$ cat src/hw/rtl/msm_pkg.sv
package msm_pkg;

  // Field widths
  localparam int unsigned SpeedW    = 16;               // input and wheel output fields
  localparam int unsigned LimitW    = 15;               // configuration limits
  localparam int unsigned WheelW    = SpeedW + 2;       // sum of three clamped terms
  localparam int unsigned MagW      = WheelW - 1;       // magnitude of a wheel sum
  localparam int unsigned ProdW     = MagW + LimitW;    // magnitude times wheel limit
  localparam int unsigned QuotW     = LimitW;           // scaled magnitude stays below 2^15
  localparam int unsigned NumWheels = 4;
  localparam int unsigned CfgIdxW   = 2;

  localparam int unsigned DefQueueDepth = 4;

  localparam logic [LimitW-1:0] LimitReset = 15'd8000;

  // Configuration register indexes
  typedef enum logic [CfgIdxW-1:0] {
    CfgForward  = 2'd0,
    CfgSideways = 2'd1,
    CfgRotation = 2'd2,
    CfgWheel    = 2'd3
  } cfg_reg_e;

  typedef struct packed {
    logic [LimitW-1:0] fwd;
    logic [LimitW-1:0] side;
    logic [LimitW-1:0] rot;
    logic [LimitW-1:0] wheel;
  } limits_t;

  // Four mixed, unscaled wheel sums (two's complement)
  typedef struct packed {
    logic [NumWheels-1:0][WheelW-1:0] w;
  } wheel_set_t;

endpackage

$ cat src/hw/rtl/msm_queue.sv
module msm_queue #(
  parameter int unsigned Depth = msm_pkg::DefQueueDepth  // at least 2
) (
  input  logic                clk_i,
  input  logic                rst_ni,
  input  logic                push_i,
  input  msm_pkg::wheel_set_t data_i,
  output logic                full_o,
  input  logic                pop_i,
  output logic                valid_o,
  output msm_pkg::wheel_set_t data_o
);

  localparam int unsigned PtrW = $clog2(Depth);
  localparam int unsigned CntW = $clog2(Depth + 1);

  msm_pkg::wheel_set_t mem_q [Depth];
  logic [PtrW-1:0]     wr_ptr_q, rd_ptr_q;
  logic [CntW-1:0]     cnt_q;

  assign full_o  = (cnt_q == CntW'(Depth));
  assign valid_o = (cnt_q != '0);
  assign data_o  = mem_q[rd_ptr_q];

  // Pointers and fill count
  always_ff @(posedge clk_i or negedge rst_ni) begin
    if (!rst_ni) begin
      wr_ptr_q <= '0;
      rd_ptr_q <= '0;
      cnt_q    <= '0;
    end else begin
      if (push_i) begin
        wr_ptr_q <= (wr_ptr_q == PtrW'(Depth - 1)) ? '0 : wr_ptr_q + 1'b1;
      end
      if (pop_i) begin
        rd_ptr_q <= (rd_ptr_q == PtrW'(Depth - 1)) ? '0 : rd_ptr_q + 1'b1;
      end
      unique case ({push_i, pop_i})
        2'b10:   cnt_q <= cnt_q + 1'b1;
        2'b01:   cnt_q <= cnt_q - 1'b1;
        default: cnt_q <= cnt_q;
      endcase
    end
  end

  // Entry storage
  always_ff @(posedge clk_i) begin
    if (push_i) begin
      mem_q[wr_ptr_q] <= data_i;
    end
  end

endmodule

$ cat config.mk
export PLATFORM = sky130hd
export DESIGN_NAME = msm_queue
export DESIGN_NICKNAME = d
export VERILOG_FILES = /design/src/hw/rtl/msm_pkg.sv /design/src/hw/rtl/msm_queue.sv
export SDC_FILE = /design/constraint.sdc
export NUM_CORES = 1
export LEC_CHECK = 0
export ABC_AREA = 1
export ABC_CLOCK_PERIOD_IN_PS = 3300
export BUFFER_PORTS_ARGS = -buffer_cell sky130_fd_sc_hd__buf_2
export CAP_MARGIN = 20
export CORE_UTILIZATION = 42
export CTS_BUF_LIST = sky130_fd_sc_hd__clkbuf_8 sky130_fd_sc_hd__clkbuf_16
export CTS_CLUSTER_SIZE = 14
export DETAILED_ROUTE_END_ITERATION = 8
export PLACE_DENSITY = 0.57
export SLEW_MARGIN = 20
export SYNTH_ARGS = -nofsm -noshare
export SYNTH_HDL_FRONTEND = slang
export SYNTH_SLANG_ARGS = --single-unit
$ cat constraint.sdc
create_clock -name clk_i -period 3.3 [get_ports clk_i]
set_input_delay 0.33 -clock clk_i [delete_from_list [all_inputs] [get_ports clk_i]]
set_output_delay 0.33 -clock clk_i [all_outputs]
set_load 0.02 [all_outputs]
==> results.sh <==
export IMPL_floorplan_die_height_um=170
export IMPL_dr_pass1_iters=4
export IMPL_detailedRoute_firstIterationViolations=470
export IMPL_post_synth_instance_area_sq_um=11800
export IMPL_area_growth_syn_to_layout_pct=21.8
export IMPL_layout_worst_path_cycle_share_pct=80.7
export IMPL_post_synth_inst_count=893
export IMPL_hold_violations=0
export IMPL_totalNegativeSetupSlack_ps=0
export IMPL_filler_cell_count=2299
export IMPL_via_count_of_the_first_global_routing_pass=6891
export IMPL_final_layout_size_suffix_gt1_share_pct=18.8
export IMPL_critical_path_slowest_cell="sky130_fd_sc_hd__dfrtp_1"
export IMPL_place_gp_congestion=0.696
export IMPL_initial_core_util_pct=43.3
export IMPL_drt_total_wl_mm=22.8
export IMPL_timing_fmax_mhz=376
export IMPL_hold_path_class="input pin to flop"
export IMPL_cts_made_buffers=31
export IMPL_clock_latency_ps=540
export IMPL_postSynthNetCount=976
export IMPL_crit_top_cell="sky130_fd_sc_hd__nand2_1"
export IMPL_maxCapViolCount=0
export IMPL_critPathKind="flop to output port"
export IMPL_via_count=6993
export IMPL_clockRootBuffer="sky130_fd_sc_hd__clkbuf_16"
export IMPL_path_clk_slew_ps=60
export IMPL_timing_critical_path_to_type="output port"
export IMPL_timing_critical_path_slowest_cell_delay_ps=450
export IMPL_cts_sink_count=295
export IMPL_largest_net_degree_at_the_start_of_global_routing=103
export IMPL_crit_path_start_kind="flop"
export IMPL_rsz0062_at_grt="no"
export IMPL_status="completed"
export IMPL_gr_total_overflow=0
export IMPL_floorplan_die_width_um=170
export IMPL_clock_path_buffers=3
export IMPL_port_buffers=149
export IMPL_gr_usage_all_layers_pct=16.1
export IMPL_dp_hpwl_mm=13.2
export IMPL_post_synth_cell_area_avg_sq_um=13.2
export IMPL_synth_seq_area_share_pct=74.8
export IMPL_reported_leakage_power_uw=0.00582
export IMPL_max_slew_margin_pct=36.6
export IMPL_synth_lib_cells_used_distinct=18
export IMPL_rows=60
export IMPL_vdd_ir_max_uv=425
export IMPL_design_portCount=150
export IMPL_antenna_violations_before_repair=3
export IMPL_yosysWarnings=0
export IMPL_post_cts_setup_buffer_count=0
export IMPL_slew_violations=0
export IMPL_critical_path_arrival_ps=2330
export IMPL_detail_route_wl_per_cell_um=15.3
export IMPL_core_area_sq_um=27300
export IMPL_endpoints_failing_setup=0
export IMPL_power_total_uw=12200
export IMPL_max_slew_worst_pin_slew_ps=951
export IMPL_layout_nets=1174
export IMPL_regToRegSetupSlack_ps=1140
export IMPL_layout_min_cycle_time_ps=2660
export IMPL_clock_tree_from_tritoncts="done"
export IMPL_cp_cell_sequence="inv_8 > buf_4 > nand2_1 > o211ai_1 > nand2_1 > buf_2"
export IMPL_die_area_sq_um=28700
export IMPL_crit_path_max_fanout=102
export IMPL_worst_clock_skew_ps=5.53
export IMPL_first_pass_grt_wire_length_mm=35.9
export IMPL_detail_route_antenna_nets=0
export IMPL_ys_seq_elements=295
export IMPL_detail_route_vias_per_cell=4.71
export IMPL_pwr_density_cell_nw_per_um2=851
export IMPL_drc=0
export IMPL_htree_levels=1
export IMPL_worst_ep_required_time_ps=2970
cell families (layout without fill, tap and decap cells):
| kind of cell | Yosys count | in the layout | synth area share [%] |
|---|---|---|---|
| other | 0 | 2 | 0 |
| adder cells (fa/ha/maj) | 7 | 7 | 0.807 |
| buffers and inverters | 206 | 424 | 7.36 |
| AND/OR/NAND/NOR | 235 | 235 | 7.54 |
| flip-flops | 295 | 295 | 74.8 |
| AO/OA/AOI/OAI | 149 | 149 | 9.38 |
| XOR/XNOR | 1 | 1 | 0.0743 |
cells in the mapped netlist:
library cell,instances,area (sq um)
sky130_fd_sc_hd__nand2_1,229,860
sky130_fd_sc_hd__inv_2,2,7.51
sky130_fd_sc_hd__nand4_1,1,6.26
sky130_fd_sc_hd__buf_2,36,180
sky130_fd_sc_hd__nand3_1,2,10.0
sky130_fd_sc_hd__dfrtp_1,7,175
sky130_fd_sc_hd__edfxtp_1,288,8650
sky130_fd_sc_hd__buf_4,7,52.6
sky130_fd_sc_hd__o21ai_0,5,25.0
sky130_fd_sc_hd__nor3_1,1,5.00
sky130_fd_sc_hd__fa_1,1,20.0
sky130_fd_sc_hd__inv_1,157,589
sky130_fd_sc_hd__xnor2_1,1,8.76
sky130_fd_sc_hd__o211ai_1,144,1080
sky130_fd_sc_hd__clkbuf_1,1,3.75
sky130_fd_sc_hd__ha_1,6,75.1
sky130_fd_sc_hd__nor2_1,2,7.51
sky130_fd_sc_hd__buf_6,3,33.8
flip-flops by register name (all words and copies together), names as in the netlist:
name      cells
mem_q       288
cnt_q         3
wr_ptr_q      2
rd_ptr_q      2
stage by stage:
stage / hold WS (ps) / worst slack [ps] / instance area [sq um] / util [%] / cells
after detailed placement: 178 / 1090 / 12900 / 47.4 / 1380
after global routing: 7.55 / 420 / 14400 / 52.7 / 1484
after global placement: 178 / 1080 / 12900 / 47.3 / 1379
after CTS: 1.12 / 579 / 14300 / 52.7 / 1483
final: 18.1 / 637 / 14400 / 52.7 / 1485
after floorplan: 34.4 / 793 / 11800 / - / 893
what timing repair did:
action | 4_1_cts | 5_1_grt
hold buffers | 50 | 0
resized for setup | 0 | 0
endpoints found under the hold margin | 196 | 0
layer usage:
metal | part of all wire (%) | GRT usage [%] | routed length [um] | up-vias
met1 | 43 | 20.9 | 9890 | 3298
met2 | 49 | 28.0 | 11300 | 149
li1 | - | - | - | 3515
met3 | 5.7 | 3.03 | 1290 | 29
met5 | 0.057 | 0 | 13 | -
met4 | 1.3 | 3.84 | 304 | 2
worst max-delay path, delay by kind of cell, from the launching register on:
kind                   cells  cell delay, ps
AO/OA/AOI/OAI              1             110
AND/OR/NAND/NOR            2             190
buffers and inverters      3            1030
flip-flops                 1             450
report_power, final:
part	leakage, uW	switching [uW]	internal, uW	total (uW)
registers	0.00273	138	4810	4940
logic	0.00263	2870	1230	4100
clock network	0.000466	1330	1840	3170
total	0.00582	4330	7880	12200
worst paths after layout:
check / to / start / cells after the start
max: data_o[14] / rd_ptr_q[0]$_DFFE_PN0P_ / 6
min: mem_q[1][18]$_DFFE_PP_ / data_i[18] / 1
max reg2reg: mem_q[0][48]$_DFFE_PP_ / wr_ptr_q[0]$_DFFE_PN0P_ / 5
min reg2reg: cnt_q[2]$_DFFE_PN0P_ / cnt_q[2]$_DFFE_PN0P_ / 2
max in group asynchronous: rd_ptr_q[1]$_DFFE_PN0P_ / rst_ni / 2
min in group asynchronous: cnt_q[0]$_DFFE_PN0P_ / rst_ni / 2
area by class of cell:
cell class / instances / area [sq um] / share of cell area [%]
clock inverter: 22 / 149 / 1.04
inverter: 159 / 609 / 4.25
antenna: 2 / 5.00 / 0.0349
clock buffer: 31 / 776 / 5.40
multi-input combinational: 392 / 2100 / 14.6
sequential: 295 / 8820 / 61.5
timing repair buffer: 212 / 1430 / 9.94
tap: 372 / 465 / 3.24
cell usage in the layout (no fill, tap or decap), drive strengths merged:
cell,synthesis,layout
inv,159,159
edfxtp,288,288
diode,0,2
bufinv,0,2
o211ai,144,144
o21ai,5,5
buf,46,162
nand2,229,229
fa,1,1
dlygate4sd3,0,50
clkinv,0,18
nand4,1,1
nand3,2,2
ha,6,6
xnor2,1,1
nor3,1,1
clkbuf,1,31
dfrtp,7,7
nor2,2,2
clkinvlp,0,2
Power figures use the tool's default switching activity.
