==> config.mk <==
export PLATFORM = sky130hd
export DESIGN_NAME = msm_front
export DESIGN_NICKNAME = d
export VERILOG_FILES = /design/src/hw/rtl/msm_pkg.sv /design/src/hw/rtl/msm_front.sv
export SDC_FILE = /design/constraint.sdc
export NUM_CORES = 1
export LEC_CHECK = 0
export ABC_AREA = 1
export BUFFER_PORTS_ARGS = -buffer_cell sky130_fd_sc_hd__buf_2
export CORE_ASPECT_RATIO = 1.5
export CORE_MARGIN = 2
export CORE_UTILIZATION = 45
export DETAILED_ROUTE_END_ITERATION = 12
export PLACE_DENSITY = 0.79
export REMOVE_ABC_BUFFERS = 1
export SYNTH_ARGS = -nofsm -noshare
export SYNTH_HDL_FRONTEND = slang
export SYNTH_SLANG_ARGS = --single-unit
==> constraint.sdc <==
create_clock -name vclk -period 10.22
set_input_delay 1.533 -clock vclk [all_inputs]
set_output_delay 1.533 -clock vclk [all_outputs]
set_load 0.01 [all_outputs]
==> src/hw/rtl/msm_pkg.sv <==
package msm_pkg;

  // Field widths
  localparam int unsigned SpeedW    = 16;               // input and wheel output fields
  localparam int unsigned LimitW    = 15;               // configuration limits
  localparam int unsigned WheelW    = SpeedW + 2;       // sum of three clamped terms
  localparam int unsigned MagW      = WheelW - 1;       // magnitude of a wheel sum
  localparam int unsigned ProdW     = MagW + LimitW;    // magnitude times wheel limit
  localparam int unsigned QuotW     = LimitW;           // scaled magnitude stays below 2^15
  localparam int unsigned NumWheels = 4;
  localparam int unsigned CfgIdxW   = 2;

  localparam int unsigned DefQueueDepth = 4;

  localparam logic [LimitW-1:0] LimitReset = 15'd8000;

  // Configuration register indexes
  typedef enum logic [CfgIdxW-1:0] {
    CfgForward  = 2'd0,
    CfgSideways = 2'd1,
    CfgRotation = 2'd2,
    CfgWheel    = 2'd3
  } cfg_reg_e;

  typedef struct packed {
    logic [LimitW-1:0] fwd;
    logic [LimitW-1:0] side;
    logic [LimitW-1:0] rot;
    logic [LimitW-1:0] wheel;
  } limits_t;

  // Four mixed, unscaled wheel sums (two's complement)
  typedef struct packed {
    logic [NumWheels-1:0][WheelW-1:0] w;
  } wheel_set_t;

endpackage

==> src/hw/rtl/msm_front.sv <==
module msm_front (
  input  logic signed [msm_pkg::SpeedW-1:0] forward_speed_i,
  input  logic signed [msm_pkg::SpeedW-1:0] sideways_speed_i,
  input  logic signed [msm_pkg::SpeedW-1:0] rotation_speed_i,
  input  msm_pkg::limits_t                  limits_i,
  output msm_pkg::wheel_set_t               wheels_o
);

  // Symmetric clamp of one component to +/- lim
  function automatic logic signed [msm_pkg::SpeedW-1:0] clamp_sym(
    input logic signed [msm_pkg::SpeedW-1:0] v,
    input logic        [msm_pkg::LimitW-1:0] lim
  );
    logic signed [msm_pkg::SpeedW:0] v_x;
    logic signed [msm_pkg::SpeedW:0] hi;
    logic signed [msm_pkg::SpeedW:0] lo;
    logic signed [msm_pkg::SpeedW:0] res;
    v_x = (msm_pkg::SpeedW + 1)'(v);
    hi  = $signed({{(msm_pkg::SpeedW + 1 - msm_pkg::LimitW){1'b0}}, lim});
    lo  = -hi;
    if (v_x > hi) begin
      res = hi;
    end else if (v_x < lo) begin
      res = lo;
    end else begin
      res = v_x;
    end
    return res[msm_pkg::SpeedW-1:0];
  endfunction

  logic signed [msm_pkg::SpeedW-1:0] vx, vy, vw;
  logic signed [msm_pkg::WheelW-1:0] vx_x, vy_x, vw_x;

  assign vx = clamp_sym(forward_speed_i,  limits_i.fwd);
  assign vy = clamp_sym(sideways_speed_i, limits_i.side);
  assign vw = clamp_sym(rotation_speed_i, limits_i.rot);

  assign vx_x = msm_pkg::WheelW'(vx);
  assign vy_x = msm_pkg::WheelW'(vy);
  assign vw_x = msm_pkg::WheelW'(vw);

  // Mecanum mix, kept wide so nothing wraps
  always_comb begin
    wheels_o.w[0] = -vy_x - vx_x + vw_x;
    wheels_o.w[1] =  vy_x - vx_x + vw_x;
    wheels_o.w[2] =  vy_x + vx_x + vw_x;
    wheels_o.w[3] = -vy_x + vx_x + vw_x;
  end

endmodule

==> impl_results.rst, run 1 <==
.. list-table::
   :header-rows: 1

   * - Metric
     - Value
   * - Run status
     - complete, no violations
   * - Global Route met1 Usage
     - 0.2523
   * - Fraction of power spent switching nets
     - 0.6120
   * - Met2 usage in global routing
     - 0.4581
   * - Number of port buffers
     - 165
   * - Cell mode on critical path
     - nand2_1
   * - Number of iterations in the first detailed-routing pass
     - 5
   * - Yosys Warn Count
     - 0
   * - Final standard cell utilization of the core
     - 0.5200
   * - Total track usage
     - 0.2376
   * - Most used routing layer in global routing
     - met2
   * - Most common cell in the synthesized netlist
     - nand2_1
   * - Longest individual stage delay on the worst path
     - 0.67 ns
   * - Dominant cells by area after synthesis
     - ha_1 24%, fa_1 14%, nand2_1 12%, inv_1 12%, xor2_1 6.6%
   * - Setup TNS
     - 0 ns
   * - Fraction of the cycle the final worst path needs
     - 0.9328
   * - Number of library cell types mapped by synthesis
     - 41
   * - Sequential cell count
     - 0
   * - Master of the slowest instance on the critical path
     - o21ai_0
   * - Synth top cells by count
     - 299 x nand2_1, 282 x inv_1, 170 x ha_1, 103 x a21oi_1, 88 x nor2_1
   * - Cts hold-fix bufs
     - 0
   * - GR Layer Usage met3
     - 0.02410
   * - Least-Margin Pin Slew
     - 0.9752 ns
   * - Initial detailed-routing violation count
     - 348
   * - Switching pwr
     - 1.266 mW
   * - Number of fill cells in the layout
     - 2,020
   * - Number of antenna violations at the first check in global routing
     - 0
   * - Maximum achievable frequency
     - 104.9 MHz
   * - FF+latch area
     - 0 um^2
   * - Area growth, synth to finish
     - 13.69%
   * - Largest net degree at the start of global routing
     - 31
   * - Synth top area share
     - 0.2351
   * - Internal power
     - 0.8022 mW
   * - Area of combinational cells with multiple inputs
     - 7920 um^2
   * - Top cell family by delay on the critical path
     - simple AND/OR/NAND/NOR gates
   * - Via count of the routed design
     - 9,483
   * - Number of clock buffers in the layout
     - 0
   * - Post-synthesis instance area
     - 9049 um^2
   * - Syn avg cell area
     - 6.422 um^2
   * - Path type of the worst setup path
     - primary input to output pin
   * - Routed Wire Length
     - 25.59 mm
   * - Maximum VDD drop
     - 0.00007731 V
   * - Area of the core region
     - 19,790 um^2
   * - Die Outline Area
     - 21,280 um^2
   * - Via density
     - 5.165
   * - Class of the worst hold path
     - primary input to output pin
   * - Part of the power in the clock network
     - 0
   * - Starting density of the core
     - 0.4573
   * - Share of cells above drive strength 1
     - 0.1371
   * - Number of inserted diodes
     - 0
   * - Number of design rule violations left after detail routing
     - 0
   * - Wire length of the first global-routing pass
     - 42.01 mm
   * - Max-slew violation count
     - 0
   * - Relative max-transition margin
     - 0.3430
   * - Setup violators final
     - 0
   * - Reg power frac
     - 0
   * - Buffers & Inverters on Critical Path
     - 6
   * - Proportion of synthesized chip area in sequential cells
     - 0
   * - Final HPWL DP
     - 23.18 mm
   * - Final Critical Period
     - 9.533 ns
   * - Unrepaired setup endpoints after global routing
     - no
   * - Required time worst endpoint
     - 8.69 ns
   * - Number of placement rows
     - 63
   * - Static power due to leakage
     - 5.952 nW
   * - DIE HEIGHT
     - 177.7 um
   * - Placement Cell Area
     - 10,260 um^2
   * - Type of element capturing the critical path
     - output pin
   * - Max-cap viol count
     - 0
   * - Layout Nets
     - 1,921
   * - Final hold viol count
     - 0
   * - Ratio of total power to cell area
     - 201.0 nW/um^2
   * - Cells after synthesis
     - 1,409
   * - Count of antenna-violating nets left after detailed routing
     - 0
   * - Share of total power in combinational logic
     - 1.000
   * - Yosys top cell by area
     - ha_1
   * - Arr. time, crit path
     - 8.00 ns
   * - Via count of the first global-routing pass
     - 9,400
   * - Average wire per cell in the routed design
     - 13.94 um
   * - Category of the worst setup path launch point
     - primary input
   * - Cell area after layout
     - 10,290 um^2
   * - I/O pin count
     - 180
   * - Final weighted congestion in routability-driven placement
     - 0.9469
   * - Total grt overflow
     - 0
   * - Crit-path max FO
     - 6
   * - Die extent in x
     - 119.8 um
-- power by group through the flow --
stage | clock, mW | combinational, mW | sequential [mW]
floorplan | 0 | 1.33 | 0
global placement | 0 | 2.03 | 0
detailed placement | 0 | 2.05 | 0
CTS | 0 | 2.06 | 0
global route | 0 | 2.30 | 0
finish | 0 | 2.07 | 0
-- metal layers --
metal / wire length (um) / vias to the layer above
li1: - / 4870
met1: 9695 / 4308
met2: 13330 / 234
met3: 1064 / 71
met4: 1503 / 0
met5: 0 / -
-- per-stage QoR --
step	worst slack [ns]	hold WS, ns	cells	total power, mW
after floorplan	1.064	3.574	1392	1.328
after global placement	0.4724	3.757	1836	2.031
after global routing	0.03371	3.849	1836	2.299
final	0.6871	3.757	1836	2.068
after detailed placement	0.3001	3.772	1836	2.050
after CTS	0.2870	3.774	1836	2.063
-- what timing repair did --
item / CTS / global route
gates resized for setup: 0 / 14
setup endpoints to repair: 0 / 13
setup buffers: 0 / 0
-- cell usage in the layout, fill, tap and decap left out, types with 25 or more instances in the layout --
master	synthesis	final
nor2_1	88	88
inv_1	282	282
nor3_1	25	25
fa_1	65	65
nand2_1	299	298
buf_2	2	165
a21oi_1	103	103
o21ai_0	79	73
nand3_1	76	75
xor2_1	68	68
ha_1	170	170
-- cells by family (layout without fill, tap and decap cells) --
kind of cell / Yosys count / after routing / share of synthesized area
AOI/OAI and AO/OA: 247 / 247 / 0.1521
xor gates and xnor gates: 88 / 88 / 0.08518
adders and majority gates: 235 / 235 / 0.3789
buffers and inverters: 302 / 469 / 0.1276
and+or+nand+nor: 537 / 537 / 0.2562
-- worst paths after layout --
path                               start      endpoint  slack [ns]  cells past startpoint
worst max-delay path        limits_i[16]  wheels_o[53]        0.69                     41
worst min-delay path  forward_speed_i[0]  wheels_o[36]        3.76                      5
-- area by class of cell --
type                       instances  share of cell area
tap                              260             0.03162
multi-input combinational       1107              0.7699
inverter                         285              0.1040
timing repair buffer             184             0.09450
Power figures use the tool's default switching activity.
==> inputs of run 2 (changes only) <==
--- a/config.mk
+++ b/config.mk
@@ -6,12 +6,12 @@
 export NUM_CORES = 1
 export LEC_CHECK = 0
 export ABC_AREA = 1
-export BUFFER_PORTS_ARGS = -buffer_cell sky130_fd_sc_hd__buf_2
 export CORE_ASPECT_RATIO = 1.5
 export CORE_MARGIN = 2
-export CORE_UTILIZATION = 45
+export CORE_UTILIZATION = 40
 export DETAILED_ROUTE_END_ITERATION = 12
-export PLACE_DENSITY = 0.79
+export DONT_BUFFER_PORTS = 1
+export PLACE_DENSITY = 0.66
 export REMOVE_ABC_BUFFERS = 1
 export SYNTH_ARGS = -nofsm -noshare
 export SYNTH_HDL_FRONTEND = slang
==> run 2 against run 1 <==
Via count down 7.7%; die area rose by 12%; design area fell by 8.1%; flip-flop and latch count is the same; worst setup slack got worse by 0.17 ns; first-iteration DRC count is 6.3% higher; routed wire length up 0.46%; worst hold slack got worse by 0.070 ns; non-clock buffer count shrank 167; critical path type unchanged; largest cell class unchanged.
==> impl_results.rst, run 2 (same netlist as run 1, synthesis figures left out) <==
.. list-table::
   :header-rows: 1

   * - Metric
     - Value
   * - Wire length of the first global-routing pass
     - 41.40 mm
   * - DIE HEIGHT
     - 188.2 um
   * - Fraction of the cycle the final worst path needs
     - 0.9492
   * - Area growth, synth to finish
     - 4.466%
   * - Unrepaired setup endpoints after global routing
     - no
   * - Layout Nets
     - 1,754
   * - Sequential cell count
     - 0
   * - Initial detailed-routing violation count
     - 370
   * - Category of the worst setup path launch point
     - primary input
   * - Final HPWL DP
     - 23.52 mm
   * - Cell mode on critical path
     - nand2_1
   * - Number of antenna violations at the first check in global routing
     - 0
   * - Total grt overflow
     - 0
   * - Setup violators final
     - 0
   * - Top cell family by delay on the critical path
     - compound AO/OA/AOI/OAI gates
   * - Total power after layout
     - 1.786 mW
   * - Setup TNS
     - 0 ns
   * - Type of element capturing the critical path
     - output pin
   * - Cts hold-fix bufs
     - 0
   * - Number of iterations in the first detailed-routing pass
     - 5
   * - Maximum achievable frequency
     - 103.1 MHz
   * - Number of placement rows
     - 67
   * - Largest net degree at the start of global routing
     - 31
   * - Min setup slack post-route
     - 0.5192 ns
   * - Least-Margin Pin Slew
     - 1.056 ns
   * - Number of clock buffers in the layout
     - 0
   * - Area of the core region
     - 22,300 um^2
   * - Class of the worst hold path
     - primary input to output pin
   * - Starting density of the core
     - 0.4058
   * - Maximum VDD drop
     - 0.00007301 V
   * - Die extent in x
     - 126.8 um
   * - Final Hold Slack
     - 3.687 ns
   * - Run status
     - complete, no violations
   * - Master of the slowest instance on the critical path
     - fa_1
   * - Via count of the first global-routing pass
     - 8,707
   * - Number of inserted diodes
     - 0
   * - Via density
     - 5.192
   * - Path type of the worst setup path
     - primary input to output pin
   * - Final standard cell utilization of the core
     - 0.4239
   * - Total track usage
     - 0.2093
   * - Crit-path max FO
     - 10
   * - Required time worst endpoint
     - 8.69 ns
   * - Ratio of total power to cell area
     - 189.0 nW/um^2
   * - Count of antenna-violating nets left after detailed routing
     - 0
   * - Final Critical Period
     - 9.701 ns
   * - Most used cells in the layout excluding fill and tap cells
     - 299 x nand2_1, 282 x inv_1, 170 x ha_1
   * - Routed Wire Length
     - 25.71 mm
   * - Worst setup slack before clock tree synthesis
     - 0.4267 ns
   * - I/O pin count
     - 180
   * - Leading cell type in the layout, fill and taps excluded
     - nand2_1
   * - Average wire per cell in the routed design
     - 15.26 um
   * - Arr. time, crit path
     - 8.17 ns
   * - Longest individual stage delay on the worst path
     - 0.63 ns
   * - Max-cap viol count
     - 0
   * - Buffers & Inverters on Critical Path
     - 5
   * - FF+latch area
     - 0 um^2
   * - Static power due to leakage
     - 5.289 nW
   * - Final hold viol count
     - 0
   * - Via count of the routed design
     - 8,749
   * - Die Outline Area
     - 23,870 um^2
   * - Max-slew violation count
     - 0
   * - Number of design rule violations left after detail routing
     - 0
   * - Number of port buffers
     - 0
   * - Share of cells above drive strength 1
     - 0.03336
   * - Relative max-transition margin
     - 0.2883
   * - Final weighted congestion in routability-driven placement
     - 0.9273
## run 2: cell count changes in the layout (fill, tap and decap cells not counted), sizes merged
cell,before,now
buf,184,17
## run 2: path summary, 6_finish.rpt
check / to / slack [ns] / depth (start not counted) / from
worst min-delay path: wheels_o[71] / 3.69 / 6 / rotation_speed_i[15]
worst max-delay path: wheels_o[69] / 0.52 / 35 / limits_i[45]
## run 2: final cells by class
| class | instances | area, um^2 |
|---|---|---|
| Multi-Input combinational cell | 1107 | 7910 |
| Timing Repair Buffer | 17 | 127.6 |
| Tap cell | 276 | 345.3 |
| Fill cell | 2405 | 12850 |
| Inverter | 285 | 1070 |
## run 2: power by group
part / internal (mW) / switching, mW
sequential: 0 / 0
combinational: 0.587 / 1.20
clock: 0 / 0
## run 2: layer usage
layer	up-vias	routed length [um]	track usage
met5	-	0	0
met4	0	804	0.05114
met3	30	1267	0.03265
met2	179	13840	0.4208
met1	3996	9798	0.2220
li1	4544	-	-
## run 2: per-stage QoR
| step | cell area, um^2 | std cells |
|---|---|---|
| 6_report | 9453 | 1685 |
| 5_1_grt | 9453 | 1685 |
| 4_1_cts | 9437 | 1685 |
| 3_5_place_dp | 9437 | 1685 |
| 3_3_place_gp | 9437 | 1685 |
| 2_1_floorplan | 8964 | 1392 |
## run 2: what timing repair did
| action | CTS | global route |
|---|---|---|
| endpoints found under the setup margin | 0 | 4 |
| gates resized for setup | 0 | 10 |
| setup buffers | 0 | 0 |
==> inputs of run 3 (changes only) <==
--- a/config.mk
+++ b/config.mk
@@ -6,7 +6,6 @@
 export NUM_CORES = 1
 export LEC_CHECK = 0
 export ABC_AREA = 1
-export CORE_ASPECT_RATIO = 1.5
 export CORE_MARGIN = 2
 export CORE_UTILIZATION = 40
 export DETAILED_ROUTE_END_ITERATION = 12
==> run 3 against run 2 <==
Critical path type unchanged; design area up 0.16%; non-clock buffer count down 1; utilization fell by 0.19 points; first-iteration DRC count shrank 1.9%; global-route usage increased by 0.17 points; final cell count up 0.47%; die area down 0.11%.
==> impl_results.rst, run 3 (same netlist as run 1, synthesis figures left out) <==
.. list-table::
   :header-rows: 1

   * - Metric
     - Value
   * - Run status
     - complete, no violations
   * - Number of clock buffers in the layout
     - 0
   * - Cts hold-fix bufs
     - 0
   * - Die extent in x
     - 154.4 um
   * - Largest net degree at the start of global routing
     - 28
   * - Starting density of the core
     - 0.4033
   * - Cell area after layout
     - 9468 um^2
   * - Number of antenna violations at the first check in global routing
     - 0
   * - Area growth, synth to finish
     - 4.632%
   * - Master of the slowest instance on the critical path
     - o21ai_0
   * - Path type of the worst setup path
     - primary input to output pin
   * - Arr. time, crit path
     - 7.87 ns
   * - Unrepaired setup endpoints after global routing
     - no
   * - Longest individual stage delay on the worst path
     - 0.53 ns
   * - Number of fill cells in the layout
     - 2,428
   * - Final instance count without filler cells
     - 1,693
   * - Number of inserted diodes
     - 0
   * - Layout Nets
     - 1,753
   * - Number of iterations in the first detailed-routing pass
     - 5
   * - Wire length of the first global-routing pass
     - 41.66 mm
   * - Routed Wire Length
     - 25.11 mm
   * - DP Cell Count
     - 1,693
   * - Setup TNS
     - 0 ns
   * - Via count of the routed design
     - 8,750
   * - Buffers & Inverters on Critical Path
     - 5
   * - Static power due to leakage
     - 5.285 nW
   * - Number of placement rows
     - 55
   * - Leading cell type in the layout, fill and taps excluded
     - nand2_1
   * - Worst setup slack before clock tree synthesis
     - 0.1584 ns
   * - Max-slew violation count
     - 0
   * - FF+latch area
     - 0 um^2
   * - Final Critical Period
     - 9.402 ns
   * - Initial detailed-routing violation count
     - 363
   * - Total grt overflow
     - 0
   * - Fraction of the cycle the final worst path needs
     - 0.9200
   * - Sequential cell count
     - 0
   * - Final Hold Slack
     - 3.712 ns
   * - Number of port buffers
     - 0
   * - Total track usage
     - 0.2110
   * - Die Outline Area
     - 23,840 um^2
   * - Average wire per cell in the routed design
     - 14.83 um
   * - Cell mode on critical path
     - nand2_1
   * - Relative max-transition margin
     - 0.2914
   * - Type of element capturing the critical path
     - output pin
   * - Via density
     - 5.168
   * - Area of combinational cells with multiple inputs
     - 7921 um^2
   * - Count of antenna-violating nets left after detailed routing
     - 0
   * - Max-cap viol count
     - 0
   * - Maximum achievable frequency
     - 106.4 MHz
   * - Category of the worst setup path launch point
     - primary input
   * - Worst hold path endpoint
     - wheels_o[71]
   * - Area of the core region
     - 22,430 um^2
   * - Maximum VDD drop
     - 0.00006799 V
   * - Ratio of total power to cell area
     - 186.4 nW/um^2
   * - Class of the worst hold path
     - primary input to output pin
   * - Final hold viol count
     - 0
   * - Required time worst endpoint
     - 8.69 ns
   * - Setup violators final
     - 0
   * - Hold path start
     - rotation_speed_i[15]
   * - DIE HEIGHT
     - 154.4 um
   * - Crit-path max FO
     - 27
   * - Share of cells above drive strength 1
     - 0.03338
   * - Number of design rule violations left after detail routing
     - 0
   * - Min setup slack post-route
     - 0.8176 ns
   * - Least-Margin Pin Slew
     - 1.052 ns
   * - Final weighted congestion in routability-driven placement
     - 0.9576
   * - Via count of the first global-routing pass
     - 8,753
   * - Worst hold path depth
     - 6
   * - Final HPWL DP
     - 23.10 mm
   * - Placement Cell Area
     - 9440 um^2
   * - I/O pin count
     - 180
   * - Most used cells in the layout excluding fill and tap cells
     - 298 x nand2_1, 282 x inv_1, 170 x ha_1
   * - Top cell family by delay on the critical path
     - simple AND/OR/NAND/NOR gates
==> run 3: through the flow <==
stage               power, mW  utilization
floorplan               1.328            -
global placement        1.738       0.4208
detailed placement      1.762       0.4208
CTS                     1.770       0.4208
global route            1.974       0.4220
finish                  1.765       0.4220
==> run 3: metal layers <==
layer  wire (um)  global-route usage  vias to the layer above
li1            -                   -                     4534
met1       11240              0.2767                     3985
met2       11770              0.3769                      208
met3        1763             0.03278                       23
met4         340             0.02425                        0
met5           0                   0                        -
==> run 3: worst max-delay path by stage <==
stage / cells past startpoint / endpoint / from
global placement: 37 / wheels_o[16] / limits_i[45]
detailed placement: 37 / wheels_o[16] / limits_i[46]
floorplan: 34 / wheels_o[69] / limits_i[16]
global route: 39 / wheels_o[69] / limits_i[16]
finish: 37 / wheels_o[68] / limits_i[16]
CTS: 37 / wheels_o[16] / limits_i[46]
==> run 3: what timing repair did <==
item / in CTS / in global routing
endpoints found under the hold margin: 0 / 0
buffers inserted: 0 / 0
resized for setup: 0 / 14
endpoints found under the setup margin: 0 / 10
==> run 3: final cells by class <==
type,instances,area share
multi-input cells,1107,0.8367
inverters,285,0.1130
repair buffers,16,0.01269
well taps,285,0.03766
==> run 3: report_power, final <==
| part | total [mW] | leakage, nW | switching (mW) | internal (mW) |
|---|---|---|---|---|
| clock | 0 | 0 | 0 | 0 |
| sequential | 0 | 0 | 0 | 0 |
| combinational | 1.77 | 5.28 | 1.18 | 0.581 |
| total | 1.77 | 5.28 | 1.18 | 0.581 |
==> run 3: worst min-delay path, delay by kind of cell <==
family | cells | cell delay [ns]
AND/OR/NAND/NOR | 5 | 0.46
adder cells (fa/ha/maj) | 1 | 0.19
